### config.mk
export PLATFORM = sky130hd
export DESIGN_NAME = dual_link_sequence_merge_flat
export DESIGN_NICKNAME = d
export VERILOG_FILES = /design/src/rtl/dlsm_pkg.sv /design/src/rtl/dlsm_if.sv /design/src/rtl/dual_link_sequence_merge.sv /design/src/rtl/dlsm_datapath.sv /design/src/rtl/dlsm_ctrl.sv /design/src/flat_wrapper.sv
export SDC_FILE = /design/constraint.sdc
export NUM_CORES = 2
export LEC_CHECK = 0
export BUFFER_PORTS_ARGS = -buffer_cell sky130_fd_sc_hd__buf_2
export CORE_UTILIZATION = 45
export CTS_BUF_LIST = sky130_fd_sc_hd__clkbuf_4
export CTS_CLUSTER_SIZE = 20
export DETAILED_ROUTE_END_ITERATION = 10
export GPL_TIMING_DRIVEN = 0
export HOLD_SLACK_MARGIN = 0.05
export PLACE_DENSITY_LB_ADDON = 0.3
export SETUP_SLACK_MARGIN = 0.02
export SYNTH_ARGS = -nofsm -noshare
export SYNTH_HDL_FRONTEND = slang
export SYNTH_SLANG_ARGS = --single-unit
### constraint.sdc
create_clock -name i_clk -period 14.9 [get_ports i_clk]
set_clock_uncertainty 0.15 [all_clocks]
set_input_delay 1.49 -clock i_clk [delete_from_list [all_inputs] [get_ports i_clk]]
set_output_delay 1.49 -clock i_clk [all_outputs]
set_load 0.05 [all_outputs]
### src/rtl/dlsm_pkg.sv
// ----------------------------------------------------------------------------
// dlsm_pkg
// Shared types, codes and sizes of the dual link sequence merge.
// ----------------------------------------------------------------------------
package dlsm_pkg;

    localparam int QUEUE_DEPTH = 16;
    localparam int TYPE_COUNT  = 8;
    localparam int QAW         = $clog2(QUEUE_DEPTH);
    localparam int QCW         = $clog2(QUEUE_DEPTH + 1);
    localparam int TW          = 3;
    localparam logic [31:0] INITIAL_SEQ = 32'd1;
    localparam logic [15:0] LAG_RESET   = 16'd10;

    // input commands
    localparam logic [1:0] CMD_PUSH_PRI = 2'd0;
    localparam logic [1:0] CMD_PUSH_BAK = 2'd1;
    localparam logic [1:0] CMD_POLL     = 2'd2;

    // register index
    localparam logic REG_LIMIT_LAG = 1'b0;

    typedef struct packed {
        logic [31:0]   seq;
        logic [TW-1:0] ptype;
        logic [15:0]   tag;
    } t_entry;

    typedef struct packed {
        logic push;
        logic push_fifo;
        logic emit_front;
        logic emit_scan;
        logic take_front;
        logic drop_scan;
        logic e_set_s1;
        logic e_set_one;
        logic latch_flush;
        logic scan_next;
        logic scan_switch;
        logic use_saved;
        logic finish;
    } t_cmd;

    typedef struct packed {
        logic both_ne;
        logic any_ne;
        logic out_free;
        logic pend_valid;
        logic s_ge_e;
        logic s_eq_e;
        logic s_lt_e;
        logic lagged;
        logic fill_lt_lag;
        logic scan_end;
        logic scan_match;
        logic scan_ge_e;
        logic scan_fifo;
    } t_stat;

    typedef enum logic [2:0] {
        S_IDLE,
        S_MERGE,
        S_DRAIN,
        S_FLUSH,
        S_FLUSH_LAST,
        S_FINISH
    } t_state;

endpackage

### src/rtl/dlsm_if.sv
// ----------------------------------------------------------------------------
// dlsm_if
// Valid/ready channels for input items and result items.
// ----------------------------------------------------------------------------
interface dlsm_in_if;
    logic        valid;
    logic        ready;
    logic [1:0]  command;
    logic [31:0] seq_number;
    logic [2:0]  packet_type;
    logic [15:0] packet_tag;

    modport source (output valid, command, seq_number, packet_type, packet_tag,
                    input ready);
    modport sink   (input valid, command, seq_number, packet_type, packet_tag,
                    output ready);
endinterface

interface dlsm_out_if;
    logic        valid;
    logic        ready;
    logic [31:0] out_seq_number;
    logic [2:0]  out_type;
    logic [15:0] out_tag;
    logic        last;

    modport source (output valid, out_seq_number, out_type, out_tag, last,
                    input ready);
    modport sink   (input valid, out_seq_number, out_type, out_tag, last,
                    output ready);
endinterface

### src/rtl/dual_link_sequence_merge.sv
// Push: accepted while idle; the block is ready again in the next cycle.
// Poll: one merge, drain or flush-scan step per cycle while the output register is
//   free; a sender-reset flush scans the primary, then the backup FIFO.
// Each result waits in a pending register until the next result or the poll end
//   moves it to the output register; only the poll end sets its last flag.
// Reset (synchronous, active low): FIFOs empty, counters at one, limit_lag 10.
// ----------------------------------------------------------------------------
// dual_link_sequence_merge
// Ordered duplicate-free merge of primary and backup link packet headers.
// ----------------------------------------------------------------------------
module dual_link_sequence_merge
    import dlsm_pkg::*;
(
    input  logic        i_clk,
    input  logic        i_rst_n,
    dlsm_in_if.sink     i_in,
    dlsm_out_if.source  o_out,
    input  logic        psel,
    input  logic        penable,
    input  logic        pwrite,
    input  logic [2:0]  paddr,
    input  logic [31:0] pwdata,
    output logic [31:0] prdata,
    output logic        pready
);

    t_cmd        cmd;
    t_stat       stat;
    t_entry      push_entry;
    t_entry      out_entry;
    logic [15:0] lag;
    logic        cfg_we;

    // single register, selected by paddr[2] low (addresses 0 to 3); other addresses ignored
    assign pready = 1'b1;
    assign cfg_we = psel && penable && pwrite && (paddr[2] == REG_LIMIT_LAG);
    assign prdata = (paddr[2] == REG_LIMIT_LAG) ? {16'd0, lag} : 32'd0;

    assign push_entry.seq   = i_in.seq_number;
    assign push_entry.ptype = i_in.packet_type;
    assign push_entry.tag   = i_in.packet_tag;

    // sequencer: accepts items only when idle, walks the FIFOs during a poll
    dlsm_ctrl u_ctrl (
        .i_clk      (i_clk),
        .i_rst_n    (i_rst_n),
        .i_in_valid (i_in.valid),
        .i_command  (i_in.command),
        .o_in_ready (i_in.ready),
        .i_stat     (stat),
        .o_cmd      (cmd)
    );

    // storage and compare logic; each result is held back in a pending register
    // so that the last flag can be set when the poll ends
    dlsm_datapath u_dp (
        .i_clk        (i_clk),
        .i_rst_n      (i_rst_n),
        .i_cmd        (cmd),
        .i_push_entry (push_entry),
        .i_cfg_we     (cfg_we),
        .i_cfg_wdata  (pwdata[15:0]),
        .o_lag        (lag),
        .o_stat       (stat),
        .o_out_valid  (o_out.valid),
        .i_out_ready  (o_out.ready),
        .o_out_entry  (out_entry),
        .o_out_last   (o_out.last)
    );

    assign o_out.out_seq_number = out_entry.seq;
    assign o_out.out_type       = out_entry.ptype;
    assign o_out.out_tag        = out_entry.tag;

endmodule

### src/rtl/dlsm_datapath.sv
// ----------------------------------------------------------------------------
// dlsm_datapath
// Link FIFOs, expected counters, lag register, pending and output registers.
// ----------------------------------------------------------------------------
module dlsm_datapath
    import dlsm_pkg::*;
(
    input  logic        i_clk,
    input  logic        i_rst_n,
    input  t_cmd        i_cmd,
    input  t_entry      i_push_entry,
    input  logic        i_cfg_we,
    input  logic [15:0] i_cfg_wdata,
    output logic [15:0] o_lag,
    output t_stat       o_stat,
    output logic        o_out_valid,
    input  logic        i_out_ready,
    output t_entry      o_out_entry,
    output logic        o_out_last
);

    t_entry            r_q0 [QUEUE_DEPTH];
    t_entry            r_q1 [QUEUE_DEPTH];
    logic [QCW-1:0]    r_fill0, r_fill1;
    logic [31:0]       r_exp [TYPE_COUNT];
    logic [15:0]       r_lag;
    logic              r_sel;
    logic [TW-1:0]     r_t;
    logic              r_scan_fifo;
    logic [QCW-1:0]    r_scan_idx;
    t_entry            r_pend;
    logic              r_pend_valid;
    t_entry            r_out;
    logic              r_out_valid;
    logic              r_out_last;

    logic              both_ne, any_ne, sel_live, sel;
    t_entry            front, scan_e, emit_e;
    logic [QCW-1:0]    fill_sel, scan_fill;
    logic [TW-1:0]     etype;
    logic [31:0]       e_cur;
    logic              out_free, emit;
    logic              drop0, drop1;
    logic [QCW-1:0]    idx0, idx1;

    assign both_ne  = (r_fill0 != '0) && (r_fill1 != '0);
    assign any_ne   = (r_fill0 != '0) || (r_fill1 != '0);
    assign sel_live = both_ne ? (r_q0[0].seq > r_q1[0].seq) : (r_fill0 == '0);
    assign sel      = i_cmd.use_saved ? r_sel : sel_live;
    assign front    = sel ? r_q1[0] : r_q0[0];
    assign fill_sel = sel ? r_fill1 : r_fill0;
    assign etype    = i_cmd.use_saved ? r_t : front.ptype;
    assign e_cur    = r_exp[etype];
    assign scan_e   = r_scan_fifo ? r_q1[r_scan_idx[QAW-1:0]] : r_q0[r_scan_idx[QAW-1:0]];
    assign scan_fill = r_scan_fifo ? r_fill1 : r_fill0;
    assign out_free = !r_out_valid || i_out_ready;
    assign emit     = i_cmd.emit_front || i_cmd.emit_scan;
    assign emit_e   = i_cmd.emit_scan ? scan_e : front;

    // deletes: take_front removes index 0 of the selected FIFO, flush the scan slot
    assign drop0 = (i_cmd.take_front && !sel) || (i_cmd.drop_scan && !r_scan_fifo);
    assign drop1 = (i_cmd.take_front && sel) || (i_cmd.drop_scan && r_scan_fifo);
    assign idx0  = i_cmd.drop_scan ? r_scan_idx : '0;
    assign idx1  = i_cmd.drop_scan ? r_scan_idx : '0;

    always_comb begin
        o_stat.both_ne     = both_ne;
        o_stat.any_ne      = any_ne;
        o_stat.out_free    = out_free;
        o_stat.pend_valid  = r_pend_valid;
        o_stat.s_ge_e      = front.seq >= e_cur;
        o_stat.s_eq_e      = front.seq == e_cur;
        o_stat.s_lt_e      = front.seq < e_cur;
        o_stat.lagged      = ({1'b0, front.seq} + {17'd0, r_lag}) < {1'b0, e_cur};
        o_stat.fill_lt_lag = {{(16-QCW){1'b0}}, fill_sel} < r_lag;
        o_stat.scan_end    = r_scan_idx >= scan_fill;
        o_stat.scan_match  = scan_e.ptype == r_t;
        o_stat.scan_ge_e   = scan_e.seq >= e_cur;
        o_stat.scan_fifo   = r_scan_fifo;
    end

    // FIFO payload, no reset
    always_ff @(posedge i_clk) begin
        for (int j = 0; j < QUEUE_DEPTH - 1; j++) begin
            if (drop0 && (QCW'(j) >= idx0)) r_q0[j] <= r_q0[j+1];
            if (drop1 && (QCW'(j) >= idx1)) r_q1[j] <= r_q1[j+1];
        end
        if (i_cmd.push && !i_cmd.push_fifo && r_fill0 < QCW'(QUEUE_DEPTH)) begin
            r_q0[r_fill0[QAW-1:0]] <= i_push_entry;
        end
        if (i_cmd.push && i_cmd.push_fifo && r_fill1 < QCW'(QUEUE_DEPTH)) begin
            r_q1[r_fill1[QAW-1:0]] <= i_push_entry;
        end
        if (i_cmd.latch_flush) begin
            r_sel <= sel_live;
            r_t   <= front.ptype;
        end
        if (emit) r_pend <= emit_e;
        if ((emit && r_pend_valid) || i_cmd.finish) r_out <= r_pend;
    end

    always_ff @(posedge i_clk) begin
        if (!i_rst_n) begin
            r_fill0      <= '0;
            r_fill1      <= '0;
            for (int k = 0; k < TYPE_COUNT; k++) r_exp[k] <= INITIAL_SEQ;
            r_lag        <= LAG_RESET;
            r_scan_fifo  <= 1'b0;
            r_scan_idx   <= '0;
            r_pend_valid <= 1'b0;
            r_out_valid  <= 1'b0;
            r_out_last   <= 1'b0;
        end else begin
            if (i_cfg_we) r_lag <= i_cfg_wdata;
            if (i_cmd.push && !i_cmd.push_fifo && r_fill0 < QCW'(QUEUE_DEPTH)) begin
                r_fill0 <= r_fill0 + 1'b1;
            end else if (drop0) begin
                r_fill0 <= r_fill0 - 1'b1;
            end
            if (i_cmd.push && i_cmd.push_fifo && r_fill1 < QCW'(QUEUE_DEPTH)) begin
                r_fill1 <= r_fill1 + 1'b1;
            end else if (drop1) begin
                r_fill1 <= r_fill1 - 1'b1;
            end
            if (i_cmd.e_set_s1) r_exp[etype] <= front.seq + 32'd1;
            if (i_cmd.e_set_one) r_exp[etype] <= INITIAL_SEQ;
            if (i_cmd.latch_flush) begin
                r_scan_fifo <= 1'b0;
                r_scan_idx  <= '0;
            end else if (i_cmd.scan_switch) begin
                r_scan_fifo <= 1'b1;
                r_scan_idx  <= '0;
            end else if (i_cmd.scan_next) begin
                r_scan_idx  <= r_scan_idx + 1'b1;
            end
            if (emit) begin
                r_pend_valid <= 1'b1;
            end else if (i_cmd.finish) begin
                r_pend_valid <= 1'b0;
            end
            if ((emit && r_pend_valid) || i_cmd.finish) begin
                r_out_valid <= 1'b1;
                r_out_last  <= i_cmd.finish;
            end else if (i_out_ready) begin
                r_out_valid <= 1'b0;
            end
        end
    end

    assign o_lag       = r_lag;
    assign o_out_valid = r_out_valid;
    assign o_out_entry = r_out;
    assign o_out_last  = r_out_last;

    a_fill_bound: assert property (@(posedge i_clk) disable iff (!i_rst_n)
        (r_fill0 <= QCW'(QUEUE_DEPTH)) && (r_fill1 <= QCW'(QUEUE_DEPTH)))
        else $error("fifo fill beyond depth");
    a_finish_clears: assert property (@(posedge i_clk) disable iff (!i_rst_n)
        i_cmd.finish |=> !r_pend_valid && r_out_valid && r_out_last)
        else $error("finish did not flush pending item");
    a_no_overwrite: assert property (@(posedge i_clk) disable iff (!i_rst_n)
        (emit || i_cmd.finish) && r_pend_valid |-> out_free)
        else $error("output register overwritten");
    a_push_alone: assert property (@(posedge i_clk) disable iff (!i_rst_n)
        i_cmd.push |-> !emit && !drop0 && !drop1)
        else $error("push during merge step");

endmodule

### src/rtl/dlsm_ctrl.sv
// ----------------------------------------------------------------------------
// dlsm_ctrl
// Merge sequencer: one merge, drain or flush step per cycle while the output register is free.
// ----------------------------------------------------------------------------
module dlsm_ctrl
    import dlsm_pkg::*;
(
    input  logic       i_clk,
    input  logic       i_rst_n,
    input  logic       i_in_valid,
    input  logic [1:0] i_command,
    output logic       o_in_ready,
    input  t_stat      i_stat,
    output t_cmd       o_cmd
);

    t_state r_state, n_state;

    always_ff @(posedge i_clk) begin
        if (!i_rst_n) r_state <= S_IDLE;
        else          r_state <= n_state;
    end

    always_comb begin
        n_state = r_state;
        case (r_state)
            S_IDLE: begin
                if (i_in_valid && i_command == CMD_POLL) n_state = S_MERGE;
            end
            S_MERGE: begin
                if (i_stat.out_free) begin
                    if (!i_stat.both_ne) n_state = S_DRAIN;
                    else if (!i_stat.s_ge_e && i_stat.lagged) n_state = S_FLUSH;
                end
            end
            S_DRAIN: begin
                if (i_stat.out_free) begin
                    if (!i_stat.any_ne) n_state = S_FINISH;
                    else if (!i_stat.s_lt_e && !i_stat.s_eq_e && i_stat.fill_lt_lag)
                        n_state = S_FINISH;
                end
            end
            S_FLUSH: begin
                if (i_stat.out_free && (i_stat.scan_end ||
                        (i_stat.scan_match && !i_stat.scan_ge_e)) && i_stat.scan_fifo)
                    n_state = S_FLUSH_LAST;
            end
            S_FLUSH_LAST: begin
                if (i_stat.out_free) n_state = S_MERGE;
            end
            S_FINISH: begin
                if (!i_stat.pend_valid || i_stat.out_free) n_state = S_IDLE;
            end
            default: n_state = S_IDLE;
        endcase
    end

    always_comb begin
        o_cmd      = '0;
        o_in_ready = 1'b0;
        case (r_state)
            S_IDLE: begin
                o_in_ready     = 1'b1;
                o_cmd.push     = i_in_valid &&
                                 (i_command == CMD_PUSH_PRI || i_command == CMD_PUSH_BAK);
                o_cmd.push_fifo = (i_command == CMD_PUSH_BAK);
            end
            S_MERGE: begin
                if (i_stat.out_free && i_stat.both_ne) begin
                    if (i_stat.s_ge_e) begin
                        o_cmd.emit_front = 1'b1;
                        o_cmd.e_set_s1   = 1'b1;
                        o_cmd.take_front = 1'b1;
                    end else if (i_stat.lagged) begin
                        o_cmd.latch_flush = 1'b1;
                    end else begin
                        o_cmd.take_front = 1'b1;
                    end
                end
            end
            S_DRAIN: begin
                if (i_stat.out_free && i_stat.any_ne) begin
                    if (i_stat.s_lt_e) begin
                        o_cmd.emit_front = i_stat.lagged;
                        o_cmd.e_set_s1   = i_stat.lagged;
                        o_cmd.take_front = 1'b1;
                    end else if (i_stat.s_eq_e || !i_stat.fill_lt_lag) begin
                        o_cmd.emit_front = 1'b1;
                        o_cmd.e_set_s1   = 1'b1;
                        o_cmd.take_front = 1'b1;
                    end
                end
            end
            S_FLUSH: begin
                o_cmd.use_saved = 1'b1;
                if (i_stat.out_free) begin
                    if (i_stat.scan_end || (i_stat.scan_match && !i_stat.scan_ge_e)) begin
                        o_cmd.scan_switch = !i_stat.scan_fifo;
                    end else if (i_stat.scan_match) begin
                        o_cmd.emit_scan = 1'b1;
                        o_cmd.drop_scan = 1'b1;
                    end else begin
                        o_cmd.scan_next = 1'b1;
                    end
                end
            end
            S_FLUSH_LAST: begin
                o_cmd.use_saved = 1'b1;
                if (i_stat.out_free) begin
                    o_cmd.emit_front = 1'b1;
                    o_cmd.e_set_one  = 1'b1;
                    o_cmd.take_front = 1'b1;
                end
            end
            S_FINISH: begin
                o_cmd.finish = i_stat.pend_valid && i_stat.out_free;
            end
            default: ;
        endcase
    end

endmodule
### src/flat_wrapper.sv
// flat-port wrapper written by rule: the top's interface ports become plain ports
module dual_link_sequence_merge_flat import dlsm_pkg::*;
  (i_clk, i_rst_n, psel, penable, pwrite, paddr, pwdata, prdata, pready, i_in_valid, i_in_command, i_in_seq_number, i_in_packet_type, i_in_packet_tag, i_in_ready, o_out_valid, o_out_out_seq_number, o_out_out_type, o_out_out_tag, o_out_last, o_out_ready);
  dlsm_in_if i_in_i ();
  dlsm_out_if o_out_i ();
  input  logic i_clk;
  input  logic i_rst_n;
  input  logic psel;
  input  logic penable;
  input  logic pwrite;
  input  logic [2:0] paddr;
  input  logic [31:0] pwdata;
  output logic [31:0] prdata;
  output logic pready;
  input wire logic [$bits(i_in_i.valid)-1:0] i_in_valid;
  input wire logic [$bits(i_in_i.command)-1:0] i_in_command;
  input wire logic [$bits(i_in_i.seq_number)-1:0] i_in_seq_number;
  input wire logic [$bits(i_in_i.packet_type)-1:0] i_in_packet_type;
  input wire logic [$bits(i_in_i.packet_tag)-1:0] i_in_packet_tag;
  output wire logic [$bits(i_in_i.ready)-1:0] i_in_ready;
  output wire logic [$bits(o_out_i.valid)-1:0] o_out_valid;
  output wire logic [$bits(o_out_i.out_seq_number)-1:0] o_out_out_seq_number;
  output wire logic [$bits(o_out_i.out_type)-1:0] o_out_out_type;
  output wire logic [$bits(o_out_i.out_tag)-1:0] o_out_out_tag;
  output wire logic [$bits(o_out_i.last)-1:0] o_out_last;
  input wire logic [$bits(o_out_i.ready)-1:0] o_out_ready;
  assign i_in_i.valid = i_in_valid;
  assign i_in_i.command = i_in_command;
  assign i_in_i.seq_number = i_in_seq_number;
  assign i_in_i.packet_type = i_in_packet_type;
  assign i_in_i.packet_tag = i_in_packet_tag;
  assign i_in_ready = i_in_i.ready;
  assign o_out_valid = o_out_i.valid;
  assign o_out_out_seq_number = o_out_i.out_seq_number;
  assign o_out_out_type = o_out_i.out_type;
  assign o_out_out_tag = o_out_i.out_tag;
  assign o_out_last = o_out_i.last;
  assign o_out_i.ready = o_out_ready;
  dual_link_sequence_merge u_core (.i_clk(i_clk), .i_rst_n(i_rst_n), .i_in(i_in_i), .o_out(o_out_i), .psel(psel), .penable(penable), .pwrite(pwrite), .paddr(paddr), .pwdata(pwdata), .prdata(prdata), .pready(pready));
endmodule
==> summary.md <==
| Metric | Value |
|---|---|
| Initial core utilization | `0.452` |
| Clock Tree Root | `clkbuf_4` |
| Sequential share of the synthesized area | `0.584` |
| Post-synth ARST share | `0` |
| Reg clk slew, reported paths | `roughly 0.070 ns` |
| GRT Total Usage | `0.314` |
| P_leak | `~40 nW` |
| Final setup fails | `0` |
| Total clock sinks | `between 2k and 2.5k` |
| Syn_area_per_cell | `15.9 um2` |
| Power per cell area | `238 nW/um2` |
| Placeable Area | `230000 um2` |
| Crit. End Element | `register` |
| Die Y | `a little under 500 um` |
| Initial antenna violation count | `37` |
| DR vias | `~69k` |
| Crit path max-delay cell type | `clkbuf_1` |
| CTS tree | `yes` |
| Cell Area, Synth | `~100000 um2` |
| DPL Wire Length | `around 270000 um` |
| Crit Path Category | `reg -> reg` |
| Total Die Area | `approximately 230000 um2` |
| CTS H-tree depth | `6` |
| Drt pass-1 iters | `8` |
| Min cycle time layout | `~13 ns` |
| Register area | `a little over 60000 um2` |
| Largest net degree at the start of global routing | `32` |
| I/O Buffers | `145` |
| Number of flops mapped to enable cells by yosys | `~2.0k` |
| Max Buffers Root-to-Sink | `4` |
| Rel. slew slack | `-0.0876` |
| Layout cells sized above 1 | `0.445` |
| Crit path largest cell delay | `1.07 ns` |
| Post-route ant nets | `0` |
| Reg2reg start | `u_core.u_dp.r_fill1[1]$_SDFFE_PN0P_` |
| Final nets | `7665` |
| Synthesized flop and latch total | `roughly 2.0k` |
| Post-Place Setup Slack | `2.04 ns` |
| Skew-Pair Late Insertion Delay | `between 1 and 1.5 ns` |
| Max-Cap Viols | `4` |
| CTS Buf Count | `roughly 570` |
| Max Slew Vio Count | `34` |
| Routability Congestion | `a little under 1` |
| RSZ-0062 raised after global routing | `no` |
| Failing checks | `max-capacitance violations, max-slew violations` |
| # Post-CTS Setup Buffers | `0` |
| DR iter-0 viols | `slightly below 10k` |
| Crit share post-route | `0.898` |
| Worst Slack Setup Final | `1.52 ns` |
| CP most frequent cell | `a21o_1` |
| Most frequent cells in the layout | `1994 x edfxtp_1, 1574 x mux2_2, 842 x clkbuf_4` |
| Worst path required time | `~16 ns` |
| Die Wd | `about 480 um` |
| Worst setup SP type | `register` |
| Vias/cell | `approximately 6.4` |
| Hold path startpoint | `pwdata[1]` |
| WL/cell | `about 34 um` |
| Total grt overflow | `0` |
| R2R cell count | `34` |
| Fillers | `just under 20k` |
| Hold depth | `3` |
| DRT Wirelength | `roughly 370000 um` |
| Peak VDD IR | `0.188 mV` |
| Vias in the first global route | `between 60k and 70k` |
| Mapped Cells | `~6.6k` |
| R2R setup slack | `1.52 ns` |
| DRC viols | `0` |
| Finished Core Util | `0.516` |
| Crit Path Max Fanout | `19` |
| Status | `complete, but fails checks` |
| Footprint of the multi-input gates | `approximately 40000 um2` |
| Hold WC Path Type | `in -> reg` |
| Final Hold Vio Count | `0` |
| Layout Area Growth over Synthesis | `13.9%` |
| YS warnings | `0` |
| Ports | `182` |
| Synth Flop Type | `edfxtp_1` |
| Yosys cell types | `101` |
| Max Clock Freq | `around 0.075 GHz` |
| Placement Rows | `176` |
| FF-to-FF End | `u_core.u_dp.r_q1[9][23]$_DFFE_PP_` |
| First-pass GRT wire length | `~510000 um` |
| Slew @ Worst Pin | `between 1.5 and 2 ns` |
| Crit path DAT | `between 10 and 15 ns` |
| Hold path endpoint | `u_core.u_dp.o_lag[1]$_SDFFE_PN1P_` |
| Commonest non-fill, non-tap cell in the layout | `edfxtp_1` |
## worst max-delay path by stage
stage	from	to	slack (ns)	depth (start not counted)
6_report	u_core.u_dp.r_fill1[1]$_SDFFE_PN0P_	u_core.u_dp.r_q1[9][23]$_DFFE_PP_	1.52	34
5_1_grt	u_core.u_dp.r_fill1[1]$_SDFFE_PN0P_	u_core.u_dp.r_q1[9][21]$_DFFE_PP_	1.27	34
4_1_cts	u_core.u_dp.r_fill1[1]$_SDFFE_PN0P_	u_core.u_dp.r_q1[11][30]$_DFFE_PP_	1.96	34
3_5_place_dp	u_core.u_dp.r_fill1[1]$_SDFFE_PN0P_	u_core.u_dp.r_q1[11][30]$_DFFE_PP_	2.04	34
3_3_place_gp	u_core.u_dp.r_q1[0][30]$_DFFE_PP_	u_core.u_dp.r_q1[13][30]$_DFFE_PP_	-5.50	30
2_1_floorplan	u_core.u_dp.r_q0[0][32]$_DFFE_PP_	u_core.u_dp.r_q1[1][0]$_DFFE_PP_	4.04	36
## state kept, by name, summed over array words and instances (netlist names), named ones only
| register | flops |
|---|---|
| u_core.u_dp.r_scan_fifo | 1 |
| u_core.u_dp.r_q1 | 816 |
| u_core.u_dp.r_q0 | 816 |
| u_core.u_dp.r_fill1 | 5 |
| u_core.u_dp.r_exp | 256 |
| u_core.u_dp.r_sel | 1 |
| u_core.u_ctrl.r_state | 3 |
| u_core.u_dp.r_t | 3 |
| u_core.u_dp.r_scan_idx | 5 |
| u_core.u_dp.r_pend | 51 |
| u_core.u_dp.r_pend_valid | 1 |
| u_core.u_dp.o_out_valid | 1 |
| u_core.u_dp.o_out_entry | 51 |
| u_core.u_dp.o_out_last | 1 |
| u_core.u_dp.r_fill0 | 5 |
| u_core.u_dp.o_lag | 16 |
## critical path: cells and delay by family (launching register included)
kind	cells	cell delay, ns
AOI/OAI and AO/OA	17	4.92
buffers and inverters	7	3.51
and+or+nand+nor	4	1.59
adders and majority gates	3	1.23
muxes	2	0.96
DFF	1	0.38
xor gates and xnor gates	1	0.16
## per-layer routing
layer  vias up  global-route usage  share of wire
li1      27900                   -              -
met1     35300               0.384           0.36
met2      4748               0.494           0.46
met3      1101              0.0930           0.12
met4        22               0.187          0.063
met5         -            0.000408        0.00043
## kinds of logic (layout without fill, tap and decap cells)
family                   Yosys count  in the layout  share of synthesized area
adder cells (fa/ha/maj)          164            164                     0.0199
AND/OR/NAND/NOR                 1024           1024                     0.0444
buffers and inverters            638           1841                     0.0259
other                              2             39                  0.0000722
AO/OA/AOI/OAI                    459            459                     0.0293
multiplexers                    2169           2169                      0.290
XOR/XNOR                          69             69                    0.00631
flip-flops                      2036           2036                      0.584
## synthesized netlist by cell type (8+ instances only)
cell	number	area share
o21ai_0	56	0.0027
a22oi_1	15	0.0011
nand4_1	56	0.0034
inv_1	76	0.0027
buf_1	108	0.0039
buf_2	59	0.0028
o21a_1	16	0.0012
mux4_2	520	0.11
a31oi_1	16	0.00096
a21oi_1	152	0.0073
mux2i_1	70	0.0067
nor4_1	9	0.00054
buf_4	23	0.0017
xor2_1	13	0.0011
nor3_1	29	0.0014
edfxtp_1	1994	0.58
ha_1	161	0.019
dfxtp_1	42	0.0081
nor2b_1	33	0.0020
xnor2_1	49	0.0041
o211ai_1	14	0.0010
o21bai_1	8	0.00058
a21o_1	35	0.0025
a221oi_1	26	0.0022
nor2_1	394	0.014
and3_1	17	0.0010
nand3_1	47	0.0023
o21ai_1	26	0.0013
clkbuf_1	351	0.013
mux2_2	1574	0.17
a211oi_1	10	0.00072
buf_6	17	0.0018
nand2b_1	15	0.00090
nand2_1	363	0.013
## final cells by class
type,count,area share
antenna,22,0.000465
clock buffer,842,0.0533
timing repair buffer,257,0.0258
sequential,2036,0.512
tap,3026,0.0319
multi-input combinational,3902,0.347
buffer,559,0.0204
inverter,79,0.00250
clock inverter,104,0.00604
## where the power goes
part           leakage, nW  internal, mW  switching (mW)
logic                 17.3          4.85            8.74
clock network         4.23          2.76            2.46
registers             18.6          8.58           0.857
total                 40.1          16.2            12.1
## timing repair
action / CTS / global route
hold buffers: 8 / 0
hold endpoints to repair: 11 / 0
resized for setup: 0 / 0
## stage by stage
step	power (mW)	area, um2	TNS (ns)	hold WS, ns	std cells
2_1_floorplan	17.2	104000	0	0.250	6576
3_3_place_gp	22.2	109000	-4106.24	0.250	9747
3_5_place_dp	22.7	111000	0	0.255	9850
4_1_cts	27.9	118000	0	0.0510	10800
5_1_grt	29.3	119000	0	0.0981	10800
6_report	28.2	119000	0	0.142	10800
No activity file was read; power rests on OpenSTA's default activity.
